[src/rtl/backlight_fade_screensaver_core_defines.svh]
// ---------------------------------------------------------------------------
// Backlight fade screensaver - assertion macros
// Shared concurrent assertion forms for the RTL of the backlight controller.
// ---------------------------------------------------------------------------
`ifndef BACKLIGHT_FADE_SCREENSAVER_CORE_DEFINES_SVH
`define BACKLIGHT_FADE_SCREENSAVER_CORE_DEFINES_SVH

// Same-cycle implication, disabled during reset.
`define BFS_ASSERT_IMP(label, ck, rs, ante, cons) \
  label: assert property (@(posedge ck) disable iff (rs) (ante) |-> (cons)) \
    else $error("bfs assertion failed");

// Next-cycle implication, disabled during reset.
`define BFS_ASSERT_NXT(label, ck, rs, ante, cons) \
  label: assert property (@(posedge ck) disable iff (rs) (ante) |=> (cons)) \
    else $error("bfs assertion failed");

`endif

[src/rtl/bfs_pkg.sv]
// ---------------------------------------------------------------------------
// bfs_pkg
// Types and constants shared by the backlight fade screensaver RTL.
// ---------------------------------------------------------------------------
package bfs_pkg;

  localparam int unsigned LEVEL_W       = 8;
  localparam int unsigned REQ_W         = 16;
  localparam int unsigned TIME_W        = 32;
  localparam int unsigned TIMEOUT_W     = 16;
  localparam int unsigned THRESH_W      = 26;  // 65535 * 1000 < 2^26
  localparam int unsigned MS_PER_SECOND = 1000;
  localparam int unsigned CFG_ADDR_W    = 1;
  localparam int unsigned CFG_DATA_W    = 16;

  localparam logic [LEVEL_W-1:0] MAX_LEVEL      = 8'd255;
  localparam logic [LEVEL_W-1:0] SAVER_SPEED    = 8'd2;
  localparam logic [LEVEL_W-1:0] RESET_STEP     = 8'd1;
  localparam logic [LEVEL_W-1:0] RESET_DEFAULT  = 8'd255;

  localparam int unsigned IN_TDATA_W  = 56;
  localparam int unsigned IN_TUSER_W  = 3;
  localparam int unsigned OUT_TDATA_W = 16;

  typedef enum logic [2:0] {
    FN_STEP       = 3'd0,
    FN_SET_LEVEL  = 3'd1,
    FN_SET_SMOOTH = 3'd2,
    FN_ON         = 3'd3,
    FN_OFF        = 3'd4,
    FN_TOGGLE     = 3'd5,
    FN_TOUCH      = 3'd6,
    FN_INIT       = 3'd7
  } func_t;

  typedef enum logic [CFG_ADDR_W-1:0] {
    CFG_DEFAULT_BRIGHTNESS = 1'd0,
    CFG_IDLE_TIMEOUT       = 1'd1
  } cfg_addr_t;

  typedef struct packed {
    logic [LEVEL_W-1:0]  default_brightness;
    logic [THRESH_W-1:0] idle_thresh_ms;    // timeout in ms, 0 = saver off
  } cfg_t;

  typedef struct packed {
    func_t              func;
    logic [TIME_W-1:0]  now_ms;
    logic [REQ_W-1:0]   level;
    logic [LEVEL_W-1:0] speed;
  } item_t;

  typedef struct packed {
    logic               indicator_led;
    logic               was_off;
    logic               is_on;
    logic [LEVEL_W-1:0] pwm_level;
  } result_t;

endpackage

[src/rtl/bfs_cfg.sv]
// ---------------------------------------------------------------------------
// bfs_cfg
// Configuration registers; the idle timeout is held pre-scaled to ms.
// ---------------------------------------------------------------------------
module bfs_cfg (
  input  logic                              clk,
  input  logic                              rst,
  input  logic                              cfg_we,
  input  logic [bfs_pkg::CFG_ADDR_W-1:0]    cfg_addr,
  input  logic [bfs_pkg::CFG_DATA_W-1:0]    cfg_wdata,
  output bfs_pkg::cfg_t                     cfg
);

  logic [bfs_pkg::THRESH_W-1:0] thresh_next;

  // secs >= T is the same as elapsed_ms >= T * 1000
  assign thresh_next = {{(bfs_pkg::THRESH_W-bfs_pkg::TIMEOUT_W){1'b0}},
                        cfg_wdata[bfs_pkg::TIMEOUT_W-1:0]}
                       * bfs_pkg::THRESH_W'(bfs_pkg::MS_PER_SECOND);

  always_ff @(posedge clk) begin
    if (rst) begin
      cfg.default_brightness <= bfs_pkg::RESET_DEFAULT;
      cfg.idle_thresh_ms     <= '0;
    end else if (cfg_we) begin
      unique case (bfs_pkg::cfg_addr_t'(cfg_addr))
        bfs_pkg::CFG_DEFAULT_BRIGHTNESS: begin
          cfg.default_brightness <= cfg_wdata[bfs_pkg::LEVEL_W-1:0];
        end
        bfs_pkg::CFG_IDLE_TIMEOUT: begin
          cfg.idle_thresh_ms <= thresh_next;
        end
        default: begin
        end
      endcase
    end
  end

endmodule

[src/rtl/bfs_engine.sv]
// ---------------------------------------------------------------------------
// bfs_engine
// Backlight state and the single-pass command / fade step logic.
// ---------------------------------------------------------------------------
`include "backlight_fade_screensaver_core_defines.svh"

module bfs_engine (
  input  logic                clk,
  input  logic                rst,
  input  logic                fire,    // item in the input register is retired
  input  bfs_pkg::item_t      item,
  input  bfs_pkg::cfg_t       cfg,
  output bfs_pkg::result_t    result
);

  logic [bfs_pkg::LEVEL_W-1:0] level_now, level_now_next;
  logic [bfs_pkg::LEVEL_W-1:0] level_target, level_target_next;
  logic [bfs_pkg::LEVEL_W-1:0] fade_step, fade_step_next;
  logic [bfs_pkg::TIME_W-1:0]  last_touch_ms, last_touch_ms_next;
  logic                        indicator_flag, indicator_flag_next;

  logic [bfs_pkg::LEVEL_W-1:0] req_sat;
  logic [bfs_pkg::TIME_W-1:0]  elapsed;
  logic                        saver;
  logic [bfs_pkg::LEVEL_W-1:0] tgt_s, step_s;
  logic [bfs_pkg::LEVEL_W:0]   sum_up;
  logic [bfs_pkg::LEVEL_W-1:0] diff_dn, p_up, p_dn, p_step;
  logic                        was_off;

  assign req_sat = (|item.level[bfs_pkg::REQ_W-1:bfs_pkg::LEVEL_W]) ? bfs_pkg::MAX_LEVEL
                                                                     : item.level[bfs_pkg::LEVEL_W-1:0];

  // screensaver check
  assign elapsed = item.now_ms - last_touch_ms;
  assign saver   = (cfg.idle_thresh_ms != '0) && (level_now != '0) &&
                   (elapsed >= {{(bfs_pkg::TIME_W-bfs_pkg::THRESH_W){1'b0}},
                                cfg.idle_thresh_ms});
  assign tgt_s   = saver ? '0 : level_target;
  assign step_s  = saver ? bfs_pkg::SAVER_SPEED : fade_step;

  // fade step, clamped at the target
  assign sum_up  = {1'b0, level_now} + {1'b0, step_s};
  assign p_up    = (sum_up > {1'b0, tgt_s}) ? tgt_s : sum_up[bfs_pkg::LEVEL_W-1:0];
  assign diff_dn = level_now - tgt_s;
  assign p_dn    = (step_s >= diff_dn) ? tgt_s : level_now - step_s;
  assign p_step  = (level_now < tgt_s) ? p_up :
                   (level_now > tgt_s) ? p_dn : level_now;

  always_comb begin
    level_now_next      = level_now;
    level_target_next   = level_target;
    fade_step_next      = fade_step;
    last_touch_ms_next  = last_touch_ms;
    indicator_flag_next = indicator_flag;
    was_off             = 1'b0;
    case (item.func)
      bfs_pkg::FN_STEP: begin
        level_now_next      = p_step;
        level_target_next   = tgt_s;
        fade_step_next      = step_s;
        indicator_flag_next = indicator_flag | (p_step == '0);
      end
      bfs_pkg::FN_SET_LEVEL: begin
        level_now_next     = req_sat;
        level_target_next  = req_sat;
        last_touch_ms_next = item.now_ms;
      end
      bfs_pkg::FN_SET_SMOOTH: begin
        level_target_next = req_sat;
        fade_step_next    = item.speed;
      end
      bfs_pkg::FN_ON: begin
        level_now_next     = cfg.default_brightness;
        level_target_next  = cfg.default_brightness;
        last_touch_ms_next = item.now_ms;
      end
      bfs_pkg::FN_OFF: begin
        level_now_next     = '0;
        level_target_next  = '0;
        last_touch_ms_next = item.now_ms;
      end
      bfs_pkg::FN_TOGGLE: begin
        level_now_next     = (level_now != '0) ? '0 : cfg.default_brightness;
        level_target_next  = (level_now != '0) ? '0 : cfg.default_brightness;
        last_touch_ms_next = item.now_ms;
      end
      bfs_pkg::FN_TOUCH: begin
        was_off            = (level_now == '0);
        level_now_next     = cfg.default_brightness;
        level_target_next  = cfg.default_brightness;
        last_touch_ms_next = item.now_ms;
      end
      bfs_pkg::FN_INIT: begin
        level_now_next     = cfg.default_brightness;
        level_target_next  = cfg.default_brightness;
        fade_step_next     = bfs_pkg::RESET_STEP;
        last_touch_ms_next = item.now_ms;
      end
      default: begin
      end
    endcase
  end

  assign result.pwm_level     = level_now_next;
  assign result.is_on         = (level_now_next != '0);
  assign result.was_off       = was_off;
  assign result.indicator_led = indicator_flag_next;

  always_ff @(posedge clk) begin
    if (rst) begin
      level_now      <= '0;
      level_target   <= '0;
      fade_step      <= bfs_pkg::RESET_STEP;
      last_touch_ms  <= '0;
      indicator_flag <= 1'b0;
    end else if (fire) begin
      level_now      <= level_now_next;
      level_target   <= level_target_next;
      fade_step      <= fade_step_next;
      last_touch_ms  <= last_touch_ms_next;
      indicator_flag <= indicator_flag_next;
    end
  end

  `BFS_ASSERT_NXT(a_ind_sticky, clk, rst, indicator_flag, indicator_flag)
  `BFS_ASSERT_IMP(a_ind_by_step, clk, rst, $rose(indicator_flag),
                  $past(fire) && ($past(item.func) == bfs_pkg::FN_STEP))
  `BFS_ASSERT_NXT(a_direct_settles, clk, rst,
                  fire && (item.func != bfs_pkg::FN_STEP) &&
                  (item.func != bfs_pkg::FN_SET_SMOOTH),
                  level_now == level_target)

endmodule

[src/rtl/backlight_fade_screensaver_core.sv]
// Flow: an accepted item is held in the input register, then moves to the result register
// once that is free or draining, and can be taken on m_tdata; only back-pressure holds it.
// Throughput: one item per cycle without back-pressure; the state update is a 32-bit
// subtract and compare plus an 8-bit add/clamp between the input and result registers.
// Reset (rst, synchronous, active high) empties both registers, clears the levels,
// sets fade step 1, brightness 255, timeout 0 (screensaver off).
// ---------------------------------------------------------------------------
// backlight_fade_screensaver_core
// Backlight PWM level controller with idle fade-out, stream in and out.
// ---------------------------------------------------------------------------
`include "backlight_fade_screensaver_core_defines.svh"

module backlight_fade_screensaver_core (
  input  logic                               clk,
  input  logic                               rst,
  // configuration write port
  input  logic                               cfg_we,
  input  logic [bfs_pkg::CFG_ADDR_W-1:0]     cfg_addr,
  input  logic [bfs_pkg::CFG_DATA_W-1:0]     cfg_wdata,
  // command stream
  input  logic                               s_tvalid,
  output logic                               s_tready,
  input  logic [bfs_pkg::IN_TDATA_W-1:0]     s_tdata,   // now_ms, level, speed
  input  logic [bfs_pkg::IN_TUSER_W-1:0]     s_tuser,   // func
  // result stream
  output logic                               m_tvalid,
  input  logic                               m_tready,
  output logic [bfs_pkg::OUT_TDATA_W-1:0]    m_tdata    // pwm_level, is_on, was_off,
                                                        // indicator_led, zero pad
);

  bfs_pkg::cfg_t    cfg;
  bfs_pkg::item_t   in_item;
  bfs_pkg::result_t result;
  logic             in_valid;
  logic             out_valid;
  logic [bfs_pkg::OUT_TDATA_W-1:0] out_data;
  logic             move;

  // retire the held item whenever the result register is free or draining
  assign move     = in_valid && (!out_valid || m_tready);
  assign s_tready = !in_valid || move;
  assign m_tvalid = out_valid;
  assign m_tdata  = out_data;

  bfs_cfg u_cfg (
    .clk       (clk),
    .rst       (rst),
    .cfg_we    (cfg_we),
    .cfg_addr  (cfg_addr),
    .cfg_wdata (cfg_wdata),
    .cfg       (cfg)
  );

  bfs_engine u_engine (
    .clk    (clk),
    .rst    (rst),
    .fire   (move),
    .item   (in_item),
    .cfg    (cfg),
    .result (result)
  );

  always_ff @(posedge clk) begin
    if (rst) begin
      in_valid <= 1'b0;
    end else if (s_tready) begin
      in_valid <= s_tvalid;
    end
  end

  always_ff @(posedge clk) begin
    if (s_tvalid && s_tready) begin
      in_item.func   <= bfs_pkg::func_t'(s_tuser[2:0]);
      in_item.now_ms <= s_tdata[31:0];
      in_item.level  <= s_tdata[47:32];
      in_item.speed  <= s_tdata[55:48];
    end
  end

  always_ff @(posedge clk) begin
    if (rst) begin
      out_valid <= 1'b0;
    end else if (move) begin
      out_valid <= 1'b1;
    end else if (m_tready) begin
      out_valid <= 1'b0;
    end
  end

  always_ff @(posedge clk) begin
    if (move) begin
      out_data <= {{(bfs_pkg::OUT_TDATA_W-$bits(bfs_pkg::result_t)){1'b0}}, result};
    end
  end

  `BFS_ASSERT_NXT(a_move_fills_out, clk, rst, move, out_valid)
  `BFS_ASSERT_IMP(a_no_overwrite, clk, rst, out_valid && !m_tready, !move)

endmodule
[config.mk]
export PLATFORM = sky130hd
export DESIGN_NAME = backlight_fade_screensaver_core
export DESIGN_NICKNAME = d
export VERILOG_FILES = /design/src/rtl/bfs_pkg.sv /design/src/rtl/bfs_cfg.sv /design/src/rtl/bfs_engine.sv /design/src/rtl/backlight_fade_screensaver_core.sv
export VERILOG_INCLUDE_DIRS = /design/src /design/src/rtl
export SDC_FILE = /design/constraint.sdc
export NUM_CORES = 1
export LEC_CHECK = 0
export ABC_AREA = 1
export ABC_CLOCK_PERIOD_IN_PS = 18200
export CELL_PAD_IN_SITES_DETAIL_PLACEMENT = 1
export CELL_PAD_IN_SITES_GLOBAL_PLACEMENT = 1
export CORE_UTILIZATION = 53
export CTS_CLUSTER_DIAMETER = 150
export CTS_CLUSTER_SIZE = 14
export DETAILED_ROUTE_END_ITERATION = 16
export DONT_BUFFER_PORTS = 1
export PLACE_DENSITY_LB_ADDON = 0.12
export SLEW_MARGIN = 20
export SYNTH_ARGS = -nofsm -noshare
export SYNTH_HDL_FRONTEND = slang
export SYNTH_SLANG_ARGS = --single-unit
[constraint.sdc]
create_clock -name clk -period 18.2 [get_ports clk]
set_input_delay 4.55 -clock clk [delete_from_list [all_inputs] [get_ports clk]]
set_output_delay 4.55 -clock clk [all_outputs]
set_load 0.05 [all_outputs]
# Word-level counts from Yosys, hierarchy flattened
# Index checks and enable logic that the tools add are counted.
[classes]
add_sub_neg = 4
mul = 1
div_mod_pow = 0
magnitude_cmp = 5
eq_ne = 7
n_shift = 0
n_mux = 14
n_bitwise = 2
n_reduce_logical = 24
[ops]
columns = ["operator", "n"]
rows = [
  ["$pmux W8 S5", 2],
  ["$mux W8", 8],
  ["$ge A32 B26 Y1", 1],
  ["$sub A32 B32 Y32", 1],
  ["$reduce_bool A26 Y1", 1],
  ["$pmux W8 S3", 1],
  ["$mul A16 B7 Y23 const B", 1],
  ["$logic_not A8 Y1", 2],
  ["$reduce_bool A8 Y1", 2],
  ["$sub A8 B8 Y8", 2],
  ["$eq A3 B3 Y1 const B", 4],
  ["$add A8 B8 Y9", 1],
  ["$gt A9 B8 Y1", 1],
  ["$ge A8 B8 Y1", 1],
  ["$gt A8 B8 Y1", 1],
  ["$lt A8 B8 Y1", 1],
  ["$reduce_and A2 Y1", 4],
  ["$reduce_or A8 Y1", 1],
  ["$eq A3 B2 Y1 const B", 2],
  ["$reduce_or A6 Y1", 1],
  ["$logic_and A1 B1 Y1", 4],
  ["$eq A3 B1 Y1 const B", 1],
  ["$logic_not A3 Y1", 1],
  ["$mux W1", 3],
  ["8 further kinds", 10],
]
[totals]
regBits = 160
latch_bits = 0
ramBits = 0
romBits = 0
out_inout_bits = 18
word_cells = 72
mem_count = 0

# Longest topological paths before layout
# Gate-level depths: netlist of the first run.
[logic_depth]
depth_word = 12
ltp_mapped = 54
mapped_depth_nobuf = 52

# By module
# From an unflattened synthesis of the first run, not the netlist that was laid out.
[unflattened]
hier_cells = 1835
area_unflattened_um2 = 13598.0
[modules_own_cells]
columns = ["mod", "n_inst", "cells_per_inst", "area_per_inst_um2", "seq_area_each_um2"]
rows = [
  ["bfs_engine", 1, 1206, 7228.2, 1141.1],
  ["bfs_cfg", 1, 541, 4135.2, 620.6],
  ["backlight_fade_screensaver_core", 1, 88, 2234.6, 2142.1],
]

# Worst setup path before layout of the first run
# OpenSTA, ideal clock, no wires.
[synth_path]
path_type = "input to output"
startpoint = "in m_tready"
endpoint = "out s_tready"
arrival_time_ps = 5010
t_required_ps = 13650
slack_ps = 8640
cell_stages = 2
n_path_buf = 0
cell_sequence = "inv_1 > nand3_1"
[synth_via]
elab_chain_cells = 3
[synth_rtl]
columns = ["element", "line_no", "rtl"]
rows = [
  ["start: declaration", "backlight_fade_screensaver_core.sv:27", "input logic m_tready,"],
  ["$logic_or A1 B1 Y1", "backlight_fade_screensaver_core.sv:41", "assign move = in_valid && (!out_valid || m_tready);"],
  ["$logic_and A1 B1 Y1", "backlight_fade_screensaver_core.sv:41", ""],
  ["$logic_or A1 B1 Y1", "backlight_fade_screensaver_core.sv:42", "assign s_tready = !in_valid || move;"],
  ["end: declaration", "backlight_fade_screensaver_core.sv:22", "output logic s_tready,"],
]
# Every way passes these cells.

# Worst setup path after layout of the first run
# Ends and elaborated chain as after synthesis.

==> qor.csv, run 1 <==
stage,metric,value,unit
run_status,status,"finished, final reports clean",
grt,grt_pass1_vias,11273,
synth,postSynthCellCount,1611,
power_and_ir_drop,power_leakage,6.479,nW
routing,vias,10574,
power_and_ir_drop,p_sw,0.0006431,W
critical_path,critical_path_class,in -> out,
synth,ys_async_sr_fraction,0,%
synth,synth-seq-cells,160,
routing,drtIter0Drc,378,
placed_design,dp_hpwl,26780,um
power_and_ir_drop,sw_frac_of_total,41.79,%
clock_network,htree_levels,4,
layout,stdcell_area,13670,um^2
timing,fin_skew,0.01291,ns
grt,grt_max_degree,60,
min_path,worstHoldPathType,reg -> reg,
synth,ys.flop_type,dfxtp_1,
floorplan,die_h,157.2,um
layout,n_antenna_cell,0,
floorplan,ios,99,
critical_path,required,13.65,ns
timing,slew_viol_final,0,
power_and_ir_drop,power,0.001539,W
floorplan,die_w,157.2,um
grt,grt_overflow,0,
layout,regArea,3904,um^2
floorplan,die-area,24720,um^2
synth,syn_avg_cell_area,7.927,um^2
clock_network,cts_setup_buffers,0,
critical_path,worst-r2r-cell-count,49,
clock_network,clk_latency,0.44,ns
synth,yosysSeqAreaShare,30.57,%
layout,drive_gt1_share,5.748,%
synth,yosysTopAreaCellShare,16.46,%
synth,synth_edf_count,70,
critical_path,setup.worst_path.end_class,output port,
timing,setup_viol,0,
power_and_ir_drop,p_int,0.0008958,W
clock_network,root_buffer,clkbuf_16,
synth,synth.cell_area,12770,um^2
synth,synth_most_common_cell,nand2_1,
critical_path,crit_chain,inv_1 > nand3_1,
routing,viasPerCell,5.459,
timing,rsz0062_at_grt,no,
placed_design,place_area,13060,um^2
routing,postRouteAntennaNets,0,
timing,setup-tns-final,0,ns
clock_network,cts_inserted_buffers,17,
timing,slew-limit-headroom,24.38,%
routing,drtPass1Iterations,6,
critical_path,worst-path-stages,2,
clock_network,cts_tree,done,
layout,layout.nets,1891,
synth,netlist_top_cells_area,"edfxtp_1 (16%), ha_1 (14%), dfxtp_1 (14%)",
power_and_ir_drop,ir_drop,67.44,uV
min_path,hold_depth,2,
power_and_ir_drop,pwr_density_cell,112.6,nW/um^2
placed_design,gp_congestion,0.9047,
placed_design,pre_cts_slack,8.616,ns
critical_path,cp-start-kind,input pin,
synth,synth_cell_types,51,
synth,yosys-top-cells-count,"nand2_1 (335), inv_1 (274), a21oi_1 (183)",
grt,grt_pass1_wl,55360,um
synth,yosysWarnings,0,
critical_path,crit_family,simple AND/OR/NAND/NOR gates,
placed_design,numPortBuffers,0,
floorplan,initial_core_util,54.24,%
timing,fin_crit_sh,52.66,%
power_and_ir_drop,pwr-share-seq,27.8,%
grt,antenna_found_initial,0,
routing,route.detailed.drc,0,
timing,max_freq,104.3,MHz
timing,min_period,9.584,ns
clock_network,path_clk_slew,0.06,ns
floorplan,core_area,23540,um^2
synth,synth_top_area_cell,edfxtp_1,
timing,setup_slack,8.616,ns
critical_path,cp.arrival,5.03,ns
job,drv_cap,0,
power_and_ir_drop,power_frac_clock,24.3,%
grt,track_usage,29.06,%
power_and_ir_drop,comb_power_share,48.0,%
clock_network,post_cts_resized,0,
critical_path,cp_max_fo,3,
clock_network,ctsHoldBuffers,0,
layout,syn_to_final_growth,7.045,%
clock_network,clkSinkCount,160,
clock_network,cts_max_path_buffers,2,
critical_path,max_stage_delay,0.44,ns
timing,tightest_slew,1.124,ns
routing,wl_per_cell,17.66,um
timing,final-hold-violation-count,0,
layout,multiInputGateArea,7642,um^2
critical_path,crit_buf_inv,1,
routing,wl,34200,um
layout,nFillCells,2929,
critical_path,slowest_stage,nand3_1,
floorplan,rows,56,
logic make-up after synthesis:
| group | Yosys count | synth area share, % |
|---|---|---|
| flops | 160 | 30.57 |
| compound gates | 336 | 14.31 |
| xor+xnor | 55 | 3.772 |
| simple gates | 534 | 18.10 |
| buf+inv | 320 | 9.730 |
| fa+ha+maj | 205 | 23.50 |
| other cells | 1 | 0.02937 |
worst paths after layout:
path | start | end | slack, ns
hold reg to reg | u_engine.last_touch_ms[14] | u_engine.last_touch_ms[14] | 0.46
setup / recovery | m_tready | s_tready | 8.62
hold / removal | u_engine.last_touch_ms[14] | u_engine.last_touch_ms[14] | 0.46
setup reg to reg | in_item[26] | m_tdata[8] | 9.93
registers in the layout (all words and copies together) (netlist names):
signal,flops
u_engine.indicator_flag,1
u_engine.last_touch_ms,32
u_engine.level_target,8
in_valid,1
u_cfg.cfg,31
m_tvalid,1
u_engine.fade_step,8
m_tdata,11
u_engine.level_now,8
in_item,59
cell type report:
cell class / count / area share (%)
multi-input cells: 1135 / 55.91
flip-flops and latches: 160 / 28.56
inverters: 284 / 7.817
clock buffers: 17 / 3.112
well taps: 319 / 2.920
clock inverters: 15 / 1.300
repair buffers: 7 / 0.3844
cells in the final DEF, fill, tap and decap left out, drive strengths merged, types with 5 or more instances in the layout:
master,synthesis,final
o21bai,13,13
a31oi,8,8
fa,58,58
inv,283,290
nand2,348,348
o21ai,97,97
a221oi,6,6
xnor2,16,16
ha,147,147
xor2,39,39
clkinv,1,7
nand4,8,8
a21oi,184,184
o211ai,12,12
nor2,96,96
buf,11,7
conb,1,5
edfxtp,70,70
nor4,9,9
nor3,14,14
clkbuf,25,17
dfxtp,90,90
nand3,48,48
routing by layer:
metal	vias to the layer above	wire [um]	global-route usage (%)
met2	132	18390	56.62
met4	0	1183	11.23
met5	-	0	0
met3	76	640	3.662
li1	5233	-	-
met1	5133	13980	31.54
power groups by stage:
| stage | clock network [W] | registers (W) | logic (W) |
|---|---|---|---|
| global route | 0.000391 | 0.000430 | 0.000845 |
| CTS | 0.000378 | 0.000427 | 0.000744 |
| finish | 0.000374 | 0.000427 | 0.000738 |
| floorplan | 0 | 0.000429 | 0.000565 |
| global placement | 0 | 0.000433 | 0.000698 |
| detailed placement | 0 | 0.000435 | 0.000734 |
through the flow:
stage	hold slack, ns	util, %	std cells
after global routing	0.4747	58.06	1937
after CTS	0.4612	58.05	1937
after detailed placement	0.4506	55.48	1905
after global placement	0.4434	55.48	1905
final	0.4586	58.06	1937
after floorplan	0.4331	-	1615
No activity file was read; power rests on OpenSTA's default activity.
==> inputs of run 2 (changes only) <==
- ABC_CLOCK_PERIOD_IN_PS: 18200 -> 9100
- CORE_UTILIZATION: 53 -> 49
- clock period: 18.2 -> 9.1 ns (I/O delays scaled with it)
==> qor.csv, run 2 (synthesized netlist as in run 1, its figures left out) <==
stage,metric,value,unit,change
routing,drtIter0Drc,463,,+22%
grt,track_usage,27.58,%,-1.5 points
timing,max_freq,126.3,MHz,
min_path,min_to,u_engine.last_touch_ms[28],,
clock_network,cts_setup_buffers,0,,unchanged
critical_path,crit_family,simple AND/OR/NAND/NOR gates,,
critical_path,r2r_setup_slack,1.18,ns,-8.75 ns
timing,rsz0062_at_grt,no,,
floorplan,die_h,163.4,um,+4.0%
clock_network,root_buffer,clkbuf_16,,
layout,reg.largest.list,"in_item (59), u_engine.last_touch_ms (32), u_cfg.cfg (31)",,
floorplan,initial_core_util,50.28,%,-4.0 points
timing,tightest_slew,1.181,ns,+0.05710 ns
routing,viasPerCell,5.480,,+0.39%
placed_design,gp_congestion,0.9926,,+9.7%
timing,setup_viol,0,,unchanged
run_status,status,"finished, final reports clean",,
critical_path,max_stage_delay,0.40,ns,-0.04 ns
layout,layout.nets,1891,,unchanged
floorplan,rows,58,,+3.6%
clock_network,post_cts_resized,0,,unchanged
timing,min_period,7.918,ns,
layout,drive_gt1_share,5.748,%,unchanged
floorplan,core_area,25400,um^2,+7.9%
grt,grt_overflow,0,,unchanged
routing,wl_per_cell,18.05,um,+2.2%
floorplan,ios,99,,unchanged
critical_path,crit_buf_inv,4,,+3
layout,largest_reg_flops,59,,unchanged
placed_design,dp_hpwl,27830,um,+3.9%
job,drv_cap,0,,unchanged
routing,wl,35170,um,+2.8%
layout,layout_common_cells,"nand2_1 (334), inv_1 (273), a21oi_1 (183), ha_1 (147), dfxtp_1 (90)",,
floorplan,die_w,163.4,um,+4.0%
layout,final_common_cell,nand2_1,,
power_and_ir_drop,pwr_density_cell,225.7,nW/um^2,+100%
critical_path,r2r-end,m_tdata[8],,
critical_path,rr_startpoint,in_item[26],,
clock_network,path_clk_slew,0.08,ns,+0.02 ns
min_path,hold_depth,2,,unchanged
timing,slew-limit-headroom,20.53,%,-3.8 points
routing,postRouteAntennaNets,0,,unchanged
min_path,worstHoldPathType,reg -> reg,,
critical_path,critical_path_class,reg -> reg,,
timing,setup-tns-final,0,ns,unchanged
power_and_ir_drop,ir_drop,113.8,uV,+69%
critical_path,cp.arrival,8.12,ns,+3.09 ns
timing,final-hold-violation-count,0,,unchanged
critical_path,cp_max_fo,14,,+11
timing,fin_crit_sh,87.01,%,
grt,grt_pass1_wl,56810,um,+2.6%
min_path,hold_path_startpoint,u_engine.last_touch_ms[28],,
grt,grt_pass1_vias,11461,,+1.7%
layout,syn_to_final_growth,7.280,%,
clock_network,clk_latency,0.45,ns,about the same
critical_path,cp_common_cell,nand2_1,,
layout,instances_no_fill,1949,,+0.62%
placed_design,dp_cells,1916,,+0.58%
layout,nFillCells,3184,,+8.7%
critical_path,cp-start-kind,flop,,
clock_network,cts_max_path_buffers,2,,unchanged
clock_network,ctsHoldBuffers,0,,unchanged
timing,fin_skew,0.01765,ns,+0.004739 ns
grt,grt_max_degree,63,,+5.0%
clock_network,cts_inserted_buffers,17,,unchanged
critical_path,required,9.30,ns,-4.35 ns
clock_network,htree_levels,4,,unchanged
layout,registers.top_by_ff_count,in_item,,
routing,vias,10681,,+1.0%
floorplan,die-area,26710,um^2,+8.1%
power_and_ir_drop,power_leakage,6.474,nW,about the same
routing,drtPass1Iterations,5,,-1
grt,antenna_found_initial,1,,+1
placed_design,numPortBuffers,0,,unchanged
critical_path,slowest_stage,edfxtp_1,,
critical_path,setup.worst_path.end_class,flop,,
timing,slew_viol_final,0,,unchanged
critical_path,worst-r2r-cell-count,48,,-2.0%
clock_network,clkSinkCount,160,,unchanged
clock_network,cts_tree,done,,
routing,route.detailed.drc,0,,unchanged
## run 2: power by group
group          internal, W  switching (W)  leakage (nW)
sequential        0.000810      0.0000438          1.42
clock             0.000437       0.000334         0.287
combinational     0.000563       0.000904          4.77
total              0.00181        0.00128          6.47
## run 2: worst max path at each step
stage	start	depth (start not counted)	slack (ns)	endpoint
6_report	in_item[26]	48	1.18	m_tdata[8]
5_1_grt	in_item[26]	50	0.57	m_tdata[8]
4_1_cts	in_item[26]	48	1.30	m_tdata[8]
3_5_place_dp	in_item[26]	48	1.35	m_tdata[8]
3_3_place_gp	in_item[26]	48	1.47	m_tdata[8]
2_1_floorplan	in_item[26]	51	2.71	m_tdata[8]
## run 2: final cells by class
| cell class | instances | area, um^2 | area share, % |
|---|---|---|---|
| timing repair buffer | 7 | 52.55 | 0.3836 |
| inverter | 284 | 1069 | 7.800 |
| sequential | 160 | 3904 | 28.50 |
| clock inverter | 14 | 180.2 | 1.315 |
| clock buffer | 18 | 429.2 | 3.133 |
| tap | 330 | 412.9 | 3.014 |
| antenna | 1 | 2.502 | 0.01827 |
| multi-input combinational | 1135 | 7650 | 55.84 |
## run 2: worst register-to-register path: cells and delay by family (launching register included)
| kind | cells | cell delay, ns |
|---|---|---|
| buf+inv | 4 | 0.35 |
| fa+ha+maj | 5 | 1.56 |
| compound gates | 11 | 1.94 |
| xor+xnor | 2 | 0.49 |
| flops | 1 | 0.40 |
| simple gates | 26 | 2.94 |
## run 2: metal layers
metal / track usage (%) / up-vias / routed length, um
li1: - / 5229 / -
met1: 30.03 / 5183 / 14180
met2: 52.39 / 182 / 18740
met3: 3.911 / 87 / 897
met4: 12.19 / 0 / 1346
met5: 0 / - / 0
## run 2: per-stage QoR
stage / hold WS [ns] / utilization (%) / worst slack [ns] / instance area (um^2) / total power [W]
4_1_cts: 0.4613 / 53.89 / 1.303 / 13690 / 0.003125
2_1_floorplan: 0.4331 / - / 2.708 / 12780 / 0.001987
5_1_grt: 0.4680 / 53.93 / 0.5705 / 13700 / 0.003345
3_5_place_dp: 0.4507 / 51.49 / 1.348 / 13080 / 0.002339
3_3_place_gp: 0.4427 / 51.49 / 1.468 / 13080 / 0.002286
6_report: 0.4563 / 53.94 / 1.182 / 13700 / 0.003092
